### config.mk
export PLATFORM = sky130hd
export DESIGN_NAME = mio0_out_stage
export DESIGN_NICKNAME = d
export VERILOG_FILES = /design/src/rtl/mio0_pkg.sv /design/src/rtl/mio0_out_stage.sv
export SDC_FILE = /design/constraint.sdc
export NUM_CORES = 1
export LEC_CHECK = 0
export BUFFER_PORTS_ARGS = -buffer_cell sky130_fd_sc_hd__buf_2
export CAP_MARGIN = 20
export CORE_AREA = 2 2 39 41
export DETAILED_ROUTE_END_ITERATION = 10
export DIE_AREA = 0 0 41 43
export SLEW_MARGIN = 20
export SYNTH_ARGS = -nofsm -noshare
export SYNTH_HDL_FRONTEND = slang
export SYNTH_SLANG_ARGS = --single-unit
### constraint.sdc
create_clock -name clk -period 1.1 [get_ports clk]
set_input_delay 0.22 -clock clk [delete_from_list [all_inputs] [get_ports clk]]
set_output_delay 0.22 -clock clk [all_outputs]
set_load 0.05 [all_outputs]
### src/rtl/mio0_pkg.sv
// ----------------------------------------------------------------------------
// mio0_pkg
// Token codes, constants and the result word type of the MIO0 decoder.
// ----------------------------------------------------------------------------
package mio0_pkg;

  // Token kinds on in_req_type.
  localparam logic [1:0] REQ_FLAG = 2'd0;
  localparam logic [1:0] REQ_LIT  = 2'd1;
  localparam logic [1:0] REQ_REF  = 2'd2;

  localparam int unsigned FLAG_COUNT   = 32;
  localparam int unsigned REF_LEN_BIAS = 3;
  localparam int unsigned DIST_BITS    = 12;

  // One result word as it leaves the decoder.
  typedef struct packed {
    logic [7:0] out_byte;
    logic       last_of_run;
    logic       stream_done;
    logic       token_error;
  } result_t;

endpackage

### src/rtl/mio0_out_stage.sv
// ----------------------------------------------------------------------------
// mio0_out_stage
// Output register of the result channel with valid and stall.
// ----------------------------------------------------------------------------
module mio0_out_stage (
  input  logic              clk,
  input  logic              rst_n,
  input  logic              load,
  input  mio0_pkg::result_t load_res,
  output logic              free,
  input  logic              out_stall,
  output logic              out_valid,
  output mio0_pkg::result_t out_res
);

  logic              valid_r;
  mio0_pkg::result_t res_r;

  // The register can take a new word when empty or when its word leaves now.
  assign free = !valid_r || !out_stall;

  always_ff @(posedge clk) begin
    if (!rst_n) begin
      valid_r <= 1'b0;
    end else if (load) begin
      valid_r <= 1'b1;
    end else if (!out_stall) begin
      valid_r <= 1'b0;
    end
  end

  always_ff @(posedge clk) begin
    if (load) begin
      res_r <= load_res;
    end
  end

  assign out_valid = valid_r;
  assign out_res   = res_r;

endmodule

# [After elaboration in Yosys (flattened, before gate mapping)]
# Index checks and enable logic that the tools add are counted.
# W data, S select, Z words.
[word_totals] register_bits=12 input_bits=15 out_inout_bits=13 elab_cells=11
[op_classes] eq_ne=1 muxes=2 n_reduce_logical=3
[ops] operator="$logic_not A1 Y1" n=2
[ops] operator="$mux W1" n=2
[ops] operator="$ne A2 B2 Y1 const B" n=1
[ops] operator="$logic_or A1 B1 Y1" n=1

# [Depth between registers and ports, before layout]
[depth] word_depth=2 mapped_depth=2 depth_no_buf=2

# [Worst setup path after synthesis]
# Ideal clock, no wire load.
[synth_timing] path_kind="reg-to-output" from="register valid_r, in the netlist out_valid" to="output port free" setup_slack_ns=-0.180 arrival_time_ns=1.060 n_path_buf=0 stages_incl_launch_ff=2 required_ns=0.880 path_cell_list="dfxtp_1 nand2_1"
[synth_between] elab_chain_len=2
[synth_rtl] element="from (decl)" line="mio0_out_stage.sv:16" rtl="logic valid_r;"
[synth_rtl] element="from (signal assigned)" line="mio0_out_stage.sv:24" rtl="valid_r <= 1'b0;"
[synth_rtl] element="from (signal assigned)" line="mio0_out_stage.sv:26" rtl="valid_r <= 1'b1;"
[synth_rtl] element="from (signal assigned)" line="mio0_out_stage.sv:28" rtl="valid_r <= 1'b0;"
[synth_rtl] element="$logic_not A1 Y1" line="mio0_out_stage.sv:20" rtl="assign free = !valid_r || !out_stall;"
[synth_rtl] element="$logic_or A1 B1 Y1" line="mio0_out_stage.sv:20"
[synth_rtl] element="to (decl)" line="mio0_out_stage.sv:10" rtl="output logic free,"
# Every way passes these cells.

# [Final worst setup path]
[layout_timing] from="register res_r, in the netlist out_res[10]" to="output port out_res[10] (netlist name)"
[layout_lines] element="from (decl)" line="mio0_out_stage.sv:17" rtl="mio0_pkg::result_t res_r;"
[layout_lines] element="from (signal assigned)" line="mio0_out_stage.sv:34" rtl="res_r <= load_res;"
[layout_lines] element="to (decl)" line="mio0_out_stage.sv:13" rtl="output mio0_pkg::result_t out_res"
# No word-level cell between the ends.

==> results.cfg <==
[clock_tree]
worstSkewPairLatency_ns = 0.26
cts_made_buffers = 3
post_cts_buffers = 0
numClockSinks = 12
cts.clk_slew.worst_paths_ns = 0.07
cts_tree = yes
cts_root_buf = clkbuf_4
clk_path_buf_depth = 2
hold_buffers = 0
htreeDepth = 1

[pwr]
vdd_drop_max_mv = 0.655
power_frac_seq = 0.532
p_int_mw = 0.732
power.leakage_nw = 0.249
p_total_mw = 1.03
switching_share = 0.289
powerDensity_mw_per_mm2 = 1800
power.switching_mw = 0.297
p_clk_frac = 0.263
pwr-share-comb = 0.206

[die]
die_width_um = 41
coreArea_mm2 = 0.00138
die_area_mm2 = 0.00176
initial_core_util = 0.264
num_rows = 14
fp.dieH_um = 43
ioPinCount = 28

[logic_synthesis]
synth_top_area_frac = 0.904
ys_top_cells_by_area = edfxtp_1 90%, dfxtp_1 5.5%, nor2b_1 1.7%
syn_area_um2 = 365
synthDistinctLibCells = 5
yosys_warnings = 0
synth_top_cell_by_area = edfxtp_1
synth.avg_cell_area_um2 = 24.4
netlist_instances = 15
ys_seq_elements = 12
syn_nets = 30
yosysSeqAreaShare = 0.959

[cells_and_area]
utilization = 0.412
final_common_cell = buf_2
fin_area_um2 = 571
final_cell_mix = 19 x buf_2, 11 x edfxtp_1, 6 x buf_4
areaGrowthSynthToFinish_pct = 56.2
diodes = 0
drive_gt1_frac = 0.696
instances_no_fill = 62
layout.nets = 62

[flow_run]
drv_cap = 0

[critical_path]
max_stage_delay_ns = 0.38
slowest_stage = edfxtp_1
worst-path-buf-inv = 1
crit_chain = buf_4
path_class = reg2out
cp.arrival_ns = 0.84
cp-start-kind = flop
crit_path_max_fanout = 1
crit_family = flip-flops
setup.worst_path.end_class = primary output
worstPathRequired_ns = 0.88

[grt]
antenna_found_initial = 0
grt_pass1_vias = 262
grt_use_total = 0.0911
grt_pass1_wl_um = 1030
gr-total-overflow = 0
grt_start_max_net_pins = 13

[sta]
hold_viol_final = 0
period_needed_ns = 1.06
tightest_slew_ns = 0.257
hold_ws_ns = 0.129
slew_viol_final = 0
skew_ns = 0
max_freq_ghz = 0.941
setup_viol = 0
max_slew_margin = 0.828
finalCritPeriodShare = 0.966

[min_path]
min_path_type = in2reg

[routing]
vias = 255
postRouteAntennaNets = 0
first_pass_iters = 1
wire_per_inst_um = 11.5
viasPerCell = 4.11
totalWireLength_um = 711
drt_iter0_drc = 0
drc = 0

[outcome]
status = complete, no violations

[placed_design]
place_area_um2 = 524
place_inst = 58
portBuffers = 27
gp_congestion = 0.634
## power by group through the flow
| stage | logic (mW) | clock network (mW) | registers, mW |
|---|---|---|---|
| after floorplan | 0.00977 | 0 | 0.683 |
| after global placement | 0.200 | 0 | 0.555 |
| after detailed placement | 0.201 | 0 | 0.556 |
| after CTS | 0.203 | 0.278 | 0.547 |
| after global routing | 0.222 | 0.293 | 0.552 |
| final | 0.212 | 0.270 | 0.547 |
## worst paths after layout
kind	endpoint	depth (start not counted)	slack, ns	startpoint
setup / recovery	out_res[10]	1	0.04	out_res[10]
hold / removal	out_res[6]	1	0.13	load_res[6]
setup reg to reg	out_valid	2	0.48	out_valid
hold reg to reg	out_valid	2	0.54	out_valid
## per-layer routing
metal | vias up | track usage | part of all wire
met5 | - | 0 | 0
met3 | 0 | 0.0471 | 0.15
met4 | 0 | 0.0600 | 0
li1 | 119 | - | -
met1 | 109 | 0.110 | 0.42
met2 | 27 | 0.122 | 0.43
## sequential cells by signal, indices dropped and copies added (netlist names)
signal     count
out_res       11
out_valid      1
## synthesized netlist by cell type
cell type,n
nor2b_1,1
nand2_1,1
a21oi_1,1
dfxtp_1,1
edfxtp_1,11
## per-stage QoR
| step | setup WS (ns) | setup TNS (ns) |
|---|---|---|
| global placement | 0.255 | 0 |
| CTS | 0.00405 | 0 |
| finish | 0.0374 | 0 |
| global route | -0.00501 | -0.00501 |
| floorplan | 0.150 | 0 |
| detailed placement | 0.250 | 0 |
## kinds of logic (layout without fill, tap and decap cells)
group	count (synthesis)	in the layout	share of synthesized area
compound gates	1	1	0.0137
flops	12	12	0.959
simple gates	2	2	0.0274
buf+inv	0	31	0
## repair_timing
action / 4_1_cts / 5_1_grt
endpoints found under the hold margin: 0 / 0
endpoints found under the setup margin: 1 / 7
gates resized for setup: 1 / 12
pin swaps: 0 / 0
gates cloned: 0 / 0
## final cells by class
type | count | area, um^2
fillers | 135 | 813
multi-input cells | 3 | 17.5
clock buffers | 4 | 26.3
well taps | 16 | 20.0
flip-flops and latches | 12 | 352
repair buffers | 27 | 155
(Power assumes the default switching activity.)
